$ cat src/sv/kmpp_pkg.sv
// Shared types and constants for the keyboard/mouse packet parser.
// No dependencies; imported by every module of the block.
`default_nettype none

package kmpp_pkg;

  // Request codes carried in req_type
  localparam logic [1:0] REQ_BYTE    = 2'd0;
  localparam logic [1:0] REQ_OVERRUN = 2'd1;
  localparam logic [1:0] REQ_RECOVER = 2'd2;

  // Header bytes seen in key mode
  localparam logic [7:0] HDR_NOP      = 8'hF1;
  localparam logic [7:0] HDR_ABS      = 8'hF7;
  localparam logic [7:0] HDR_REL      = 8'hF8;
  localparam logic [7:0] HDR_CLOCK    = 8'hFC;
  localparam logic [7:0] HDR_JOY      = 8'hFE;
  localparam logic [7:0] KEY_IDX_MASK = 8'h7F;
  localparam logic [7:0] KEY_BREAK    = 8'h80;

  // Packet lengths after the header
  localparam logic [2:0] LEN_ONE   = 3'd1;
  localparam logic [2:0] LEN_REL   = 3'd2;
  localparam logic [2:0] LEN_ABS   = 3'd5;
  localparam logic [2:0] LEN_CLOCK = 3'd6;

  localparam int         PKT_DEPTH      = 5;
  localparam logic [7:0] RECOVER_BUTTONS = 8'h0A;

  typedef struct packed {
    logic [1:0] req_type;
    logic [7:0] rx_byte;
  } item_t;

  typedef struct packed {
    logic               fault;
    logic               key_valid;
    logic [6:0]         key_index;
    logic               key_down;
    logic               key_changed;
    logic               mouse_valid;
    logic [7:0]         mouse_buttons;
    logic signed [15:0] mouse_x;
    logic signed [15:0] mouse_y;
  } result_t;

endpackage

`default_nettype wire

$ cat src/sv/kmpp_engine.sv
// Parser state and per-byte next-state logic: mode, packet buffer, mouse, key map.
// Depends on kmpp_pkg.
`default_nettype none

module kmpp_engine (
  input  wire logic             clk,
  input  wire logic             rst,
  input  wire logic             step,
  input  wire logic             parser_enable,
  input  wire kmpp_pkg::item_t  item,
  output kmpp_pkg::result_t     result
);
  import kmpp_pkg::*;

  typedef enum logic [2:0] {
    MODE_KEY, MODE_FAULT, MODE_ABS, MODE_REL, MODE_JOY, MODE_CLOCK
  } mode_t;

  mode_t        mode, mode_next;
  logic [2:0]   remaining, remaining_next;
  logic [2:0]   fill, fill_next;
  logic [7:0]   pkt [PKT_DEPTH];
  logic [7:0]   pkt_next [PKT_DEPTH];
  logic [15:0]  pos_x, pos_x_next;
  logic [15:0]  pos_y, pos_y_next;
  logic [7:0]   buttons, buttons_next;
  logic [127:0] key_map;
  logic         keys_clear;
  logic         key_valid, key_down, key_changed, mouse_valid;
  logic [6:0]   key_index;
  logic         go;

  assign go = step && parser_enable;

  always_comb begin
    logic [7:0] b;
    logic       done;
    b              = item.rx_byte;
    done           = 1'b0;
    mode_next      = mode;
    remaining_next = remaining;
    fill_next      = fill;
    pkt_next       = pkt;
    pos_x_next     = pos_x;
    pos_y_next     = pos_y;
    buttons_next   = buttons;
    keys_clear     = 1'b0;
    key_valid      = 1'b0;
    key_index      = '0;
    key_down       = 1'b0;
    key_changed    = 1'b0;
    mouse_valid    = 1'b0;
    if (go) begin
      case (item.req_type)
        REQ_OVERRUN: begin
          // drop any partial packet
          mode_next      = MODE_FAULT;
          fill_next      = '0;
          remaining_next = LEN_ONE;
        end
        REQ_RECOVER: begin
          if (mode == MODE_FAULT) begin
            keys_clear     = 1'b1;
            buttons_next   = RECOVER_BUTTONS;
            mode_next      = MODE_KEY;
            fill_next      = '0;
            remaining_next = LEN_ONE;
            mouse_valid    = 1'b1;
          end
        end
        REQ_BYTE: begin
          if (mode != MODE_FAULT) begin
            done = (remaining <= LEN_ONE);
            if (fill < 3'(PKT_DEPTH)) begin
              pkt_next[fill] = b;
            end
            fill_next = fill + 3'd1;
            if (!done) begin
              remaining_next = remaining - 3'd1;
            end else begin
              mode_next      = MODE_KEY;
              fill_next      = '0;
              remaining_next = LEN_ONE;
              case (mode)
                MODE_KEY: begin
                  if (b == HDR_NOP) begin
                    mode_next = MODE_KEY;
                  end else if (b == HDR_ABS) begin
                    mode_next      = MODE_ABS;
                    remaining_next = LEN_ABS;
                  end else if (b >= HDR_REL && b < HDR_CLOCK) begin
                    // header carries the buttons
                    mode_next      = MODE_REL;
                    remaining_next = LEN_REL;
                    pkt_next[0]    = b & 8'h03;
                    fill_next      = 3'd1;
                  end else if (b == HDR_CLOCK) begin
                    mode_next      = MODE_CLOCK;
                    remaining_next = LEN_CLOCK;
                  end else if (b >= HDR_JOY) begin
                    mode_next   = MODE_JOY;
                    pkt_next[0] = b & 8'h01;
                    fill_next   = 3'd1;
                  end else begin
                    key_valid   = 1'b1;
                    key_index   = 7'(b & KEY_IDX_MASK);
                    key_down    = ((b & KEY_BREAK) == 8'h00);
                    key_changed = (key_map[key_index] != key_down);
                  end
                end
                MODE_ABS: begin
                  buttons_next = pkt_next[0];
                  pos_x_next   = {pkt_next[1], pkt_next[2]};
                  pos_y_next   = {pkt_next[3], pkt_next[4]};
                  mouse_valid  = 1'b1;
                end
                MODE_REL: begin
                  buttons_next = pkt_next[0];
                  pos_x_next   = pos_x + {{8{pkt_next[1][7]}}, pkt_next[1]};
                  pos_y_next   = pos_y + {{8{pkt_next[2][7]}}, pkt_next[2]};
                  mouse_valid  = 1'b1;
                end
                default: begin
                  mode_next = MODE_KEY;
                end
              endcase
            end
          end
        end
        default: begin
          mode_next = mode;
        end
      endcase
    end
  end

  always_ff @(posedge clk) begin
    if (rst) begin
      mode      <= MODE_KEY;
      remaining <= LEN_ONE;
      fill      <= '0;
      pos_x     <= '0;
      pos_y     <= '0;
      buttons   <= '0;
      key_map   <= '0;
    end else begin
      mode      <= mode_next;
      remaining <= remaining_next;
      fill      <= fill_next;
      pos_x     <= pos_x_next;
      pos_y     <= pos_y_next;
      buttons   <= buttons_next;
      if (keys_clear) begin
        key_map <= '0;
      end else if (key_valid) begin
        key_map[key_index] <= key_down;
      end
    end
  end

  always_ff @(posedge clk) begin
    pkt <= pkt_next;
  end

  always_comb begin
    result.fault         = (mode_next == MODE_FAULT);
    result.key_valid     = key_valid;
    result.key_index     = key_index;
    result.key_down      = key_down;
    result.key_changed   = key_changed;
    result.mouse_valid   = mouse_valid;
    result.mouse_buttons = buttons_next;
    result.mouse_x       = $signed(pos_x_next);
    result.mouse_y       = $signed(pos_y_next);
  end

endmodule

`default_nettype wire

$ cat src/sv/keyboard_mouse_packet_parser_top.sv
// An input transaction passes through the input register, then the result register.
// Throughput: one transaction per cycle while out_stall is low; every accepted byte yields exactly one result.
// The input register and the result register each take a new transaction while the
// other side stalls, so a stalled output backs up at most one item before in_stall rises.
// Reset (rst, synchronous, active high): both stages empty, key mode, mouse state zero,
// all keys released, parser_enable set.
`default_nettype none

module keyboard_mouse_packet_parser_top (
  input  wire logic              clk,
  input  wire logic              rst,
  // configuration: parser_enable
  input  wire logic              cfg_write,
  input  wire logic              cfg_wdata,
  // input channel
  input  wire logic              in_valid,
  output logic                   in_stall,
  input  wire kmpp_pkg::item_t   in_data,
  // output channel
  output logic                   out_valid,
  input  wire logic              out_stall,
  output kmpp_pkg::result_t      out_data
);
  import kmpp_pkg::*;

  logic      parser_enable;
  logic      in_q_valid;
  item_t     in_q;
  logic      advance;
  result_t   result;

  // An item moves to the result register when that register is empty or being drained.
  assign advance  = in_q_valid && (!out_valid || !out_stall);
  // Hold off the sender only while the input register is full and cannot move on.
  assign in_stall = in_q_valid && !advance;

  // Configuration: written only while the block is idle; the user must keep to this, the block does not enforce it.
  always_ff @(posedge clk) begin
    if (rst) begin
      parser_enable <= 1'b1;
    end else if (cfg_write) begin
      parser_enable <= cfg_wdata;
    end
  end

  // Input register: refill whenever it is empty or advancing this cycle.
  always_ff @(posedge clk) begin
    if (rst) begin
      in_q_valid <= 1'b0;
    end else if (!in_stall) begin
      in_q_valid <= in_valid;
    end
  end

  always_ff @(posedge clk) begin
    if (in_valid && !in_stall) begin
      in_q <= in_data;
    end
  end

  // Parser state updates, while parser_enable is set, in the same cycle the item advances.
  kmpp_engine u_engine (
    .clk           (clk),
    .rst           (rst),
    .step          (advance),
    .parser_enable (parser_enable),
    .item          (in_q),
    .result        (result)
  );

  // Result register: load on advance, drop once the transaction completes.
  always_ff @(posedge clk) begin
    if (rst) begin
      out_valid <= 1'b0;
    end else if (advance) begin
      out_valid <= 1'b1;
    end else if (!out_stall) begin
      out_valid <= 1'b0;
    end
  end

  always_ff @(posedge clk) begin
    if (advance) begin
      out_data <= result;
    end
  end

endmodule

`default_nettype wire

$ cat config.mk
export PLATFORM = sky130hd
export DESIGN_NAME = keyboard_mouse_packet_parser_top
export DESIGN_NICKNAME = d
export VERILOG_FILES = /design/src/sv/kmpp_pkg.sv /design/src/sv/kmpp_engine.sv /design/src/sv/keyboard_mouse_packet_parser_top.sv
export SDC_FILE = /design/constraint.sdc
export NUM_CORES = 1
export LEC_CHECK = 0
export CAP_MARGIN = 20
export CORE_MARGIN = 1
export CORE_UTILIZATION = 69
export DETAILED_ROUTE_END_ITERATION = 12
export DONT_BUFFER_PORTS = 1
export GPL_ROUTABILITY_DRIVEN = 0
export PLACE_DENSITY = 0.84
export SETUP_SLACK_MARGIN = 0.5
export SLEW_MARGIN = 20
export SYNTH_ARGS = -nofsm -noshare
export SYNTH_HDL_FRONTEND = slang
export SYNTH_HIERARCHICAL = 1
export SYNTH_SLANG_ARGS = --single-unit
$ cat constraint.sdc
create_clock -name clk -period 18.8 [get_ports clk]
set_clock_uncertainty 0.1 [all_clocks]
set_input_delay 0.94 -clock clk [delete_from_list [all_inputs] [get_ports clk]]
set_output_delay 0.94 -clock clk [all_outputs]
set_load 0.02 [all_outputs]
* After elaboration in Yosys (flattened, before gate mapping)
Index checks and enable logic that the tools add are counted.
** Word-level totals
- Bits in latches :: 0
- ROM bits :: 0
- Bits in registers :: 282
- Bits of input ports :: 16
- Memories :: 0
- Bits in writable memories :: 0
- Output and inout bits :: 54
** Operators by class
- Shift operators :: 0
- $lt $le $gt $ge :: 10
- Divide/modulo/power cells :: 0
- Eq/ne operators :: 14
- $mul :: 0
- $add $sub $neg :: 4
- Multiplexer cells :: 104
- Bitwise gates (word level) :: 6
- Reductions and logical operators :: 21
** Operators by type and width (number)
- two-way mux 40 bit :: 4
- bitwise mux 128 bit :: 1
- two-way mux 16 bit :: 8
- two-way mux 8 bit :: 13
- two-way mux 3 bit :: 26
- two-way mux 7 bit :: 10
- one-hot mux 16 bit (2 select lines) :: 2
- bitwise mux 40 bit :: 1
- adder 16 bit :: 2
- two-way mux 1 bit :: 31
- one-hot mux 3 bit (3 select lines) :: 3
- demux 8 bit (select 3 bit) :: 1
- == test 8 bit, second input constant :: 3
- >= comparator 8 bit, second input constant :: 2
- < comparator 7 x 8 -> 1 bit, second input constant :: 2
- one-hot mux 8 bit (2 select lines) :: 1
- OR reduction 10 bit :: 1
- logical NOT 8 bit :: 1
- < comparator 8 bit, second input constant :: 1
- binary-select mux 1 bit (select 7 bit) :: 1
- demux 1 bit (select 7 bit) :: 1
- >= comparator 7 x 1 -> 1 bit, second input constant :: 1
- logical AND 1 bit :: 7
- == test 3 x 1 -> 1 bit, second input constant :: 2
- 23 further kinds :: 34

* Depth between registers and ports, before layout
Gate-level depths: netlist (run 1).
- Word-level depth :: 17
- Gate-level depth with buffers :: 15
- Mapped depth without buffers :: 12

* Cells and area by module
The synthesis (run 1) kept the hierarchy.
** By module, submodules not included
- kmpp_engine :: sequential area each 4744.6 sq um, area each 12470.7 sq um, times used 1, cells each 1451
- keyboard_mouse_packet_parser_top :: sequential area each 1921.8 sq um, area each 1974.4 sq um, times used 1, cells each 75

* Worst setup path before layout (run 1)
OpenSTA, ideal clock, no wires.
- Path type :: input to register
- Start :: in out_stall
- End :: reg u_engine.key_map[117]
- Slack :: 11.141 ns
- Buffers on the path :: 1
- Stages on the path :: 9
- Data arrival time :: 7.432 ns
- Library setup time :: 0.128 ns
- Cell sequence :: a21boi_0 nand4_4 inv_4 o2111ai_2 nor3_1 buf_2 nand2_1 mux2i_1 nor2_1
** Between the ends
- Word-level cells in the longest chain between the ends :: 10
- Elaborated cells on any way between the ends :: 15
- Classes of those cells :: order compare (2); mux (7); reduce/logical (6)
** RTL lines
- from (decl) :: RTL line keyboard_mouse_packet_parser_top.sv:21 : input wire logic out_stall,
- logical NOT 1 bit (*)
- logical OR 1 bit (*) :: RTL line keyboard_mouse_packet_parser_top.sv:33 : assign advance = in_q_valid && (!out_valid || !out_stall);
- logical AND 1 bit (*) :: RTL line keyboard_mouse_packet_parser_top.sv:33
- logical AND 1 bit (*) :: RTL line kmpp_engine.sv:33 : assign go = step && parser_enable;
- two-way mux 7 bit :: RTL line kmpp_engine.sv:53 : if (go) begin
- < comparator 7 x 8 -> 1 bit (implied by the code) / >= comparator 7 x 1 -> 1 bit (equally long branches) :: RTL line kmpp_engine.sv:156 : key_map[key_index] <= key_down;
- logical AND 1 bit (implied by the code) :: RTL line kmpp_engine.sv:156
- two-way mux 1 bit (implied by the code) :: RTL line kmpp_engine.sv:156
- demux 1 bit (select 7 bit)
- bitwise mux 128 bit :: RTL line kmpp_engine.sv:156
- to (signal, indexed assignment) :: RTL line kmpp_engine.sv:156
- to (decl) :: RTL line kmpp_engine.sv:27 : logic [127:0] key_map;
Every way passes the cells marked *; elsewhere a longest branch is shown, timed or not.
A chain may end at the register's enable or synchronous reset.

==> results of run 1 <==
## logic make-up after synthesis
family / Yosys count / share of synthesized area [%]
buffers and inverters: 147 / 4.47
muxes: 125 / 11.4
DFF: 282 / 46.1
AOI/OAI and AO/OA: 312 / 13.1
xor gates and xnor gates: 19 / 1.15
adders and majority gates: 41 / 3.66
and+or+nand+nor: 600 / 20.1
## worst min-delay path by stage
stage                                     from                    to  slack [ns]  cells after the start
after floorplan           u_engine/key_map[18]  u_engine/key_map[18]        0.33                      2
after global placement    u_engine/key_map[18]  u_engine/key_map[18]        0.33                      2
after detailed placement  u_engine/key_map[99]  u_engine/key_map[99]        0.34                      2
after CTS                 u_engine/key_map[99]  u_engine/key_map[99]        0.35                      2
after global routing                       rst    u_engine/pos_x[14]        0.35                      1
final                      u_engine/key_map[2]   u_engine/key_map[2]        0.35                      2
## cells in the final DEF (no fill, tap or decap), types with 37 or more instances in the layout
cell type / count
sky130_fd_sc_hd__a21oi_1: 147
sky130_fd_sc_hd__dfxtp_1: 180
sky130_fd_sc_hd__edfxtp_1: 102
sky130_fd_sc_hd__ha_1: 39
sky130_fd_sc_hd__mux2_2: 37
sky130_fd_sc_hd__mux2i_1: 60
sky130_fd_sc_hd__nand2_1: 239
sky130_fd_sc_hd__nand3_1: 105
sky130_fd_sc_hd__nor2_1: 104
sky130_fd_sc_hd__nor2b_1: 47
sky130_fd_sc_hd__o21ai_0: 60
## worst max-delay path, cell delays in order, from the launching register on
cell	delay, ns
sky130_fd_sc_hd__dfxtp_1	0.54
sky130_fd_sc_hd__nor3b_2	0.71
sky130_fd_sc_hd__mux2_2	0.48
sky130_fd_sc_hd__ha_1	0.37
sky130_fd_sc_hd__and3_1	0.20
sky130_fd_sc_hd__a221oi_2	0.38
sky130_fd_sc_hd__o22ai_1	0.21
sky130_fd_sc_hd__a311o_1	0.46
sky130_fd_sc_hd__o221ai_1	0.21
sky130_fd_sc_hd__mux2_2	0.38
## power breakdown
part | internal, mW | switching (mW) | total (mW)
registers | 0.638 | 0.0117 | 0.650
logic | 0.0124 | 0.0348 | 0.0472
clock network | 0.325 | 0.235 | 0.560
total | 0.976 | 0.281 | 1.26
## registers in the layout, summed over array words and instances, names as in the netlist
register and count:
parser_enable 1, out_valid 1, out_data 52, u_engine/mode 3
u_engine/buttons 8, u_engine/pkt 40, u_engine/key_map 128, u_engine/pos_y 16
u_engine/fill 3, in_q_valid 1, u_engine/pos_x 16, u_engine/remaining 3
in_q 10
## per-layer routing
metal | up-vias | wire, um
met2 | 748 | 16400
met3 | 101 | 3830
met4 | 0 | 924
met1 | 5515 | 14900
met5 | - | 0
li1 | 5335 | -
## final cells by class
type                            count  area (um^2)  share of cell area (%)
Multi-Input combinational cell   1097         7190                    46.7
Sequential cell                   282         6670                    43.3
Clock buffer                       43          850                    5.52
Tap cell                          270          338                    2.19
Timing Repair Buffer               20          154                   0.999
Inverter                           32          123                   0.796
Clock inverter                     10         78.8                   0.512
## metrics by stage
| stage | power [mW] | cells | area, um^2 | hold slack, ns |
|---|---|---|---|---|
| after floorplan | 0.697 | 1526 | 14400 | 0.328 |
| after detailed placement | 0.708 | 1701 | 14500 | 0.342 |
| after global placement | 0.708 | 1701 | 14500 | 0.335 |
| after global routing | 1.29 | 1754 | 15400 | 0.352 |
| after CTS | 1.26 | 1754 | 15400 | 0.350 |
| final | 1.26 | 1754 | 15400 | 0.349 |
==> summary.md, run 1 <==
| Metric | Value |
|---|---|
| Status | `complete, no violations` |
| Row Count | `52` |
| Y dimension of the die | `around 150 um` |
| Critical path capture point type | `flop` |
| TritonCTS clock tree | `built` |
| Sequential-to-total area share from yosys stat | `around 46%` |
| Clock period minus final worst setup slack | `approximately 4.3 ns` |
| Placed wire-length estimate | `approximately 22000 um` |
| Area growth from synthesis to layout | `6.62%` |
| Starting density of the core | `between 70% and 80%` |
| Setup tns final | `0 ns` |
| Number of vias in the routed layout | `between 10000 and 15000` |
| Clock transition at the registers of the reported paths | `around 0.06 ns` |
| Core area | `slightly above 20000 um^2` |
| Cts repair resizes | `0` |
| Syn Inst Count | `around 1500` |
| Grt met1 use | `a little under half` |
| Register bit count reported by yosys | `282` |
| PnR worst setup slack | `~14 ns` |
| Num CTS Buffers | `29` |
| First-pass detailed-route iteration total | `8` |
| Average footprint of a synthesized cell | `9.47 um^2` |
| Count of warnings emitted by yosys | `6` |
| Combined area of all synthesized cells | `approximately 14000 um^2` |
| Setup crit end | `out_data[31]` |
| GR Util met2 | `about half` |
| Worst rel slew slack | `about a quarter` |
| Final-report max-slew violation count | `0` |
| Startpoint kind of the worst setup timing path | `flop` |
| Congestion Overflow GR | `0` |
| Horizontal die dimension | `between 100 and 150 um` |
| Number of antenna diodes | `0` |
| FILL cells | `1300` |
| Source of the worst register-to-register timing path | `u_engine/fill[0]` |
| Grt met3 use | `5.65%` |
| Post-placement setup slack | `roughly 14 ns` |
| Pwr/cell area | `81.6 nW/um^2` |
| Post-Route Utilization | `about three quarters` |
| Final setup vio count | `0` |
| Clock Tree Root | `sky130_fd_sc_hd__clkbuf_16` |
| Final antenna-violating net count | `0` |
| Worst reg2reg path endpoint | `out_data[31]` |
| Most frequent cell after synthesis | `sky130_fd_sc_hd__nand2_1` |
| Antenna violations before repair | `0` |
| Longest Clk Path Bufs | `3` |
| Reg-to-reg setup timing slack | `roughly 14 ns` |
| Final period utilization | `between 20% and 30%` |
| Leak Pwr | `5.55 nW` |
| Setup fix buffers added after clock tree synthesis | `0` |
| Number of design-rule violations left by the first detailed-router iteration | `around 1500` |
| Commonest cells in the netlist | `sky130_fd_sc_hd__nand2_1, sky130_fd_sc_hd__dfxtp_1, sky130_fd_sc_hd__a21oi_1` |
| Fraction of layout instances using a drive strength above 1 | `between 10% and 20%` |
| Critical setup path kind | `flop to flop` |
| Cell type contributing the most total cell area after synthesis | `sky130_fd_sc_hd__dfxtp_1` |
| Global-route wire length before repair | `57300 um` |
| Worst hold-check path type | `flop to flop` |
| RSZ-0062 raised after global routing | `no` |
| Worst Reg2Reg Path Length in Cells | `9` |
| Number of violations of the max-capacitance limit | `0` |
| IR drop worst, VDD | `between 0.00008 and 0.00009 V` |
| CP Max Fanout | `8` |
| Largest net degree at the start of global routing | `121` |
| Unique cell type count in the Yosys netlist | `80` |
| Synth async-reset ratio | `0%` |
| Nets | `around 1500` |
| I/O pin total | `70` |
| Busiest metal layer after global routing | `met2` |
| Count of buffers from port buffering | `0` |
| Mean number of vias per cell | `6.67` |
| Top-area cell type share of the netlist area | `24.9%` |
| Worst setup startpoint | `u_engine/fill[0]` |
| Wire length per cell after detailed routing | `just over 20 um` |
| Critical Path RT | `around 19 ns` |
| Biggest area contributors in the synthesized netlist | `sky130_fd_sc_hd__dfxtp_1, sky130_fd_sc_hd__edfxtp_1, sky130_fd_sc_hd__nand2_1, sky130_fd_sc_hd__a21oi_1, sky130_fd_sc_hd__mux4_2` |
| Number of global-route vias before repair | `~11000` |
| Highest clock rate | `between 200 and 250 MHz` |
| Post-synth top flop | `sky130_fd_sc_hd__dfxtp_1` |
| CTS Hold Buffers Added | `0` |
| Number of remaining DRC errors | `0` |
| Die ar. | `between 20000 and 25000 um^2` |
| Drt total wl | `36000 um` |
| Final hold violation count | `0` |
| Clock Latency Late Sink | `approximately 0.55 ns` |
| Global router's overall resource usage | `between 30% and 40%` |
| Number of synthesized flops with an enable pin | `102` |
| Number of nets produced by synthesis | `between 1500 and 2000` |
| Number of sinks on the clock net | `282` |
| H-tree lvl count | `1` |
| Arrival @ worst endpoint | `approximately 4.5 ns` |
| Worst-Margin Slew | `~1.1 ns` |
Power figures use the tool's default switching activity.
==> inputs of run 2 (changes only) <==
Settings changed: CORE_UTILIZATION 69 to 64, PLACE_DENSITY 0.84 to 0.79.
Clock period 18.8 ns to 4.31 ns, I/O delays scaled along.
==> run 2 against run 1 <==
Effect of this change:
- the run now ends with DRC left
- fmax is 18% higher
- die area is 7.7% higher
- design area is 2.0% higher
- clock power grew to 4.2 times the previous value
- critical path depth is 1 higher
- combinational power grew to 5.0 times the previous value
- highest routed layer unchanged
- sequential power grew to 4.4 times the previous value
- core utilization is 4.1 points lower
==> summary.md, run 2 (same netlist as run 1, synthesis figures left out) <==
| Metric | Value |
|---|---|
| Flip-flop count of the largest register after layout | `128 (unchanged)` |
| Total power consumption of the routed design | `5.44 mW (+330%)` |
| Wire length per cell after detailed routing | `20.3 um (-1.0%)` |
| Status | `finished with violations` |
| Violations in the final reports | `DRC` |
| Startpoint kind of the worst setup timing path | `flop` |
| Arrival @ worst endpoint | `3.86 ns (-0.63 ns)` |
| Leak Pwr | `5.73 nW (+3.1%)` |
| Most flops, register | `u_engine/key_map` |
| Routed length on met3 | `3580 um (-6.5%)` |
| Y dimension of the die | `152 um (+3.8%)` |
| Final period utilization | `85.0% (+62 points)` |
| Slowest-stage cell, CP | `sky130_fd_sc_hd__dfxtp_2` |
| Non-Filler Cell Area, Final | `15700 um^2 (+2.0%)` |
| Worst setup startpoint | `u_engine/fill[0]` |
| Number of remaining DRC errors | `7 (+7)` |
| Number of sinks on the clock net | `282 (unchanged)` |
| Number of design-rule violations left by the first detailed-router iteration | `1336 (-9.4%)` |
| Number of vias in the routed layout | `11700 (+0.40%)` |
| List of cells traversed by the critical path | `nor3b_2 -> buf_4 -> mux2_2 -> ha_1 -> and3_1 -> a221oi_4 -> o22ai_1 -> a311o_1 -> o221ai_1 -> mux2_2` |
| Clock Tree Root | `sky130_fd_sc_hd__clkbuf_16` |
| Commonest cells after routing, fill and taps aside | `sky130_fd_sc_hd__nand2_1, sky130_fd_sc_hd__dfxtp_1, sky130_fd_sc_hd__a21oi_1` |
| H-tree lvl count | `1 (unchanged)` |
| Clock Latency Late Sink | `0.55 ns (about the same)` |
| First-pass detailed-route iteration total | `10 (+2)` |
| Nets | `1553 (+2.2%)` |
| Core area | `22000 um^2 (+7.8%)` |
| Highest cell delay on the worst timing path | `0.43 ns (-0.28 ns)` |
| Placed wire-length estimate | `23200 um (+6.7%)` |
| Clock period minus final worst setup slack | `3.66 ns (-0.649 ns)` |
| Mean number of vias per cell | `6.54 (-2.0%)` |
| Leading cell type in the layout, fill and taps excluded | `sky130_fd_sc_hd__nand2_1` |
| IR drop worst, VDD | `0.000268 V (+220%)` |
| Category of cells accounting for the largest share of critical-path delay | `compound AO/OA/AOI/OAI gates` |
| Longest Clk Path Bufs | `3 (unchanged)` |
| Worst reg2reg path endpoint | `out_data[31]` |
| Setup crit end | `out_data[31]` |
| Crit path depth | `10 (+1)` |
| Number of antenna diodes | `0 (unchanged)` |
| Antenna violations before repair | `0 (unchanged)` |
| Post-Route Utilization | `71.6% (-4.1 points)` |
| Min-Delay Path Depth | `1 (-1)` |
| Final hold violation count | `0 (unchanged)` |
| RSZ-0062 raised after global routing | `yes` |
| Critical path capture point type | `flop` |
| Final-report max-slew violation count | `0 (unchanged)` |
| Row Count | `54 (+3.8%)` |
| Routed length on met1 | `15600 um (+4.7%)` |
| Area growth from synthesis to layout | `8.79%` |
| Worst Reg2Reg Path Length in Cells | `10 (+1)` |
| I/O pin total | `70 (unchanged)` |
| Registers with the most flip-flops | `u_engine/key_map (128), out_data (52), u_engine/pkt (40)` |
| Fraction of layout instances using a drive strength above 1 | `11.7% (+0.95 points)` |
| Worst rel slew slack | `23.8% (-2.6 points)` |
| Starting density of the core | `65.8% (-5.1 points)` |
| Number of global-route vias before repair | `11000 (+2.2%)` |
| Worst-Margin Slew | `1.13 ns (+0.0300 ns)` |
| Crit path top cell by count | `sky130_fd_sc_hd__mux2_2` |
| Highest metal layer used by the detailed router | `met4` |
| Horizontal die dimension | `152 um (+3.8%)` |
| Met2 WL | `16500 um (+0.61%)` |
| Total buffers and inverters traversed by the critical path | `1 (+1)` |
| Global-route wire length before repair | `58300 um (+1.6%)` |
| Die ar. | `23200 um^2 (+7.7%)` |
| Source of the worst register-to-register timing path | `u_engine/fill[0]` |
| Setup fix buffers added after clock tree synthesis | `0 (unchanged)` |
| Number of violations of the max-capacitance limit | `0 (unchanged)` |
| Global router's overall resource usage | `31.2% (-2.0 points)` |
| Final antenna-violating net count | `0 (unchanged)` |
| TritonCTS clock tree | `built` |
| Cell count after placement | `1729 (+1.6%)` |
| Clock transition at the registers of the reported paths | `0.06 ns (about the same)` |
| Largest net degree at the start of global routing | `75 (-38%)` |
| Critical setup path kind | `flop to flop` |
| Congestion Overflow GR | `0 (unchanged)` |
| Final setup vio count | `0 (unchanged)` |
| Setup tns final | `0 ns (unchanged)` |
| Critical Path RT | `4.51 ns (-14.47 ns)` |
| Pwr/cell area | `346 nW/um^2 (+320%)` |
| Num CTS Buffers | `28 (-3.4%)` |
| Layout Cells excl Fill | `1797 (+2.5%)` |
| Worst hold-check path type | `input pin to flop` |
| Reg-to-reg setup timing slack | `0.65 ns (-13.84 ns)` |
| Drt total wl | `36500 um (+1.4%)` |
| Dpl cell area | `14600 um^2 (+1.2%)` |
| CP Max Fanout | `8 (unchanged)` |
| Highest clock rate | `273 MHz (+18%)` |
| Count of buffers from port buffering | `0 (unchanged)` |
run 2: area by class of cell:
class | instances | area, um^2
inverters | 32 | 123
clock buffers | 33 | 741
well taps | 280 | 350
clock inverters | 18 | 134
multi-input cells | 1097 | 7190
flip-flops and latches | 282 | 6670
repair buffers | 55 | 505
fillers | 1592 | 6240
run 2: what timing repair did:
item | in CTS | in global routing
endpoints found under the hold margin | 63 | 0
setup endpoints to repair | 2 | 6
hold buffers | 16 | 0
pin swaps | 0 | 1
gates resized for setup | 1 | 4
run 2: worst min-delay path by stage:
stage	slack, ns	end	startpoint
6_report	0.19	in_q[1]	in_data[1]
5_1_grt	0.18	in_q[9]	in_data[9]
2_1_floorplan	0.18	in_q_valid	rst
3_5_place_dp	0.19	u_engine/pos_y[12]	rst
4_1_cts	0.18	in_q[3]	in_data[3]
3_3_place_gp	0.19	u_engine/pos_y[12]	rst
run 2: per-layer routing:
metal,vias up,track usage (%)
met2,628,48.7
met4,0,10.3
met1,5650,44.1
met3,90,5.63
met5,-,0
li1,5378,-
run 2: stage by stage:
| stage | hold slack, ns | setup slack [ns] |
|---|---|---|
| final | 0.193 | 0.648 |
| after global routing | 0.184 | 0.436 |
| after CTS | 0.176 | 0.557 |
| after detailed placement | 0.193 | 0.447 |
| after global placement | 0.190 | 0.606 |
| after floorplan | 0.185 | 0.690 |
run 2: report_power, final:
part | switching [mW] | total [mW] | internal (mW)
logic | 0.165 | 0.236 | 0.0713
registers | 0.0522 | 2.84 | 2.78
clock network | 1.03 | 2.37 | 1.34
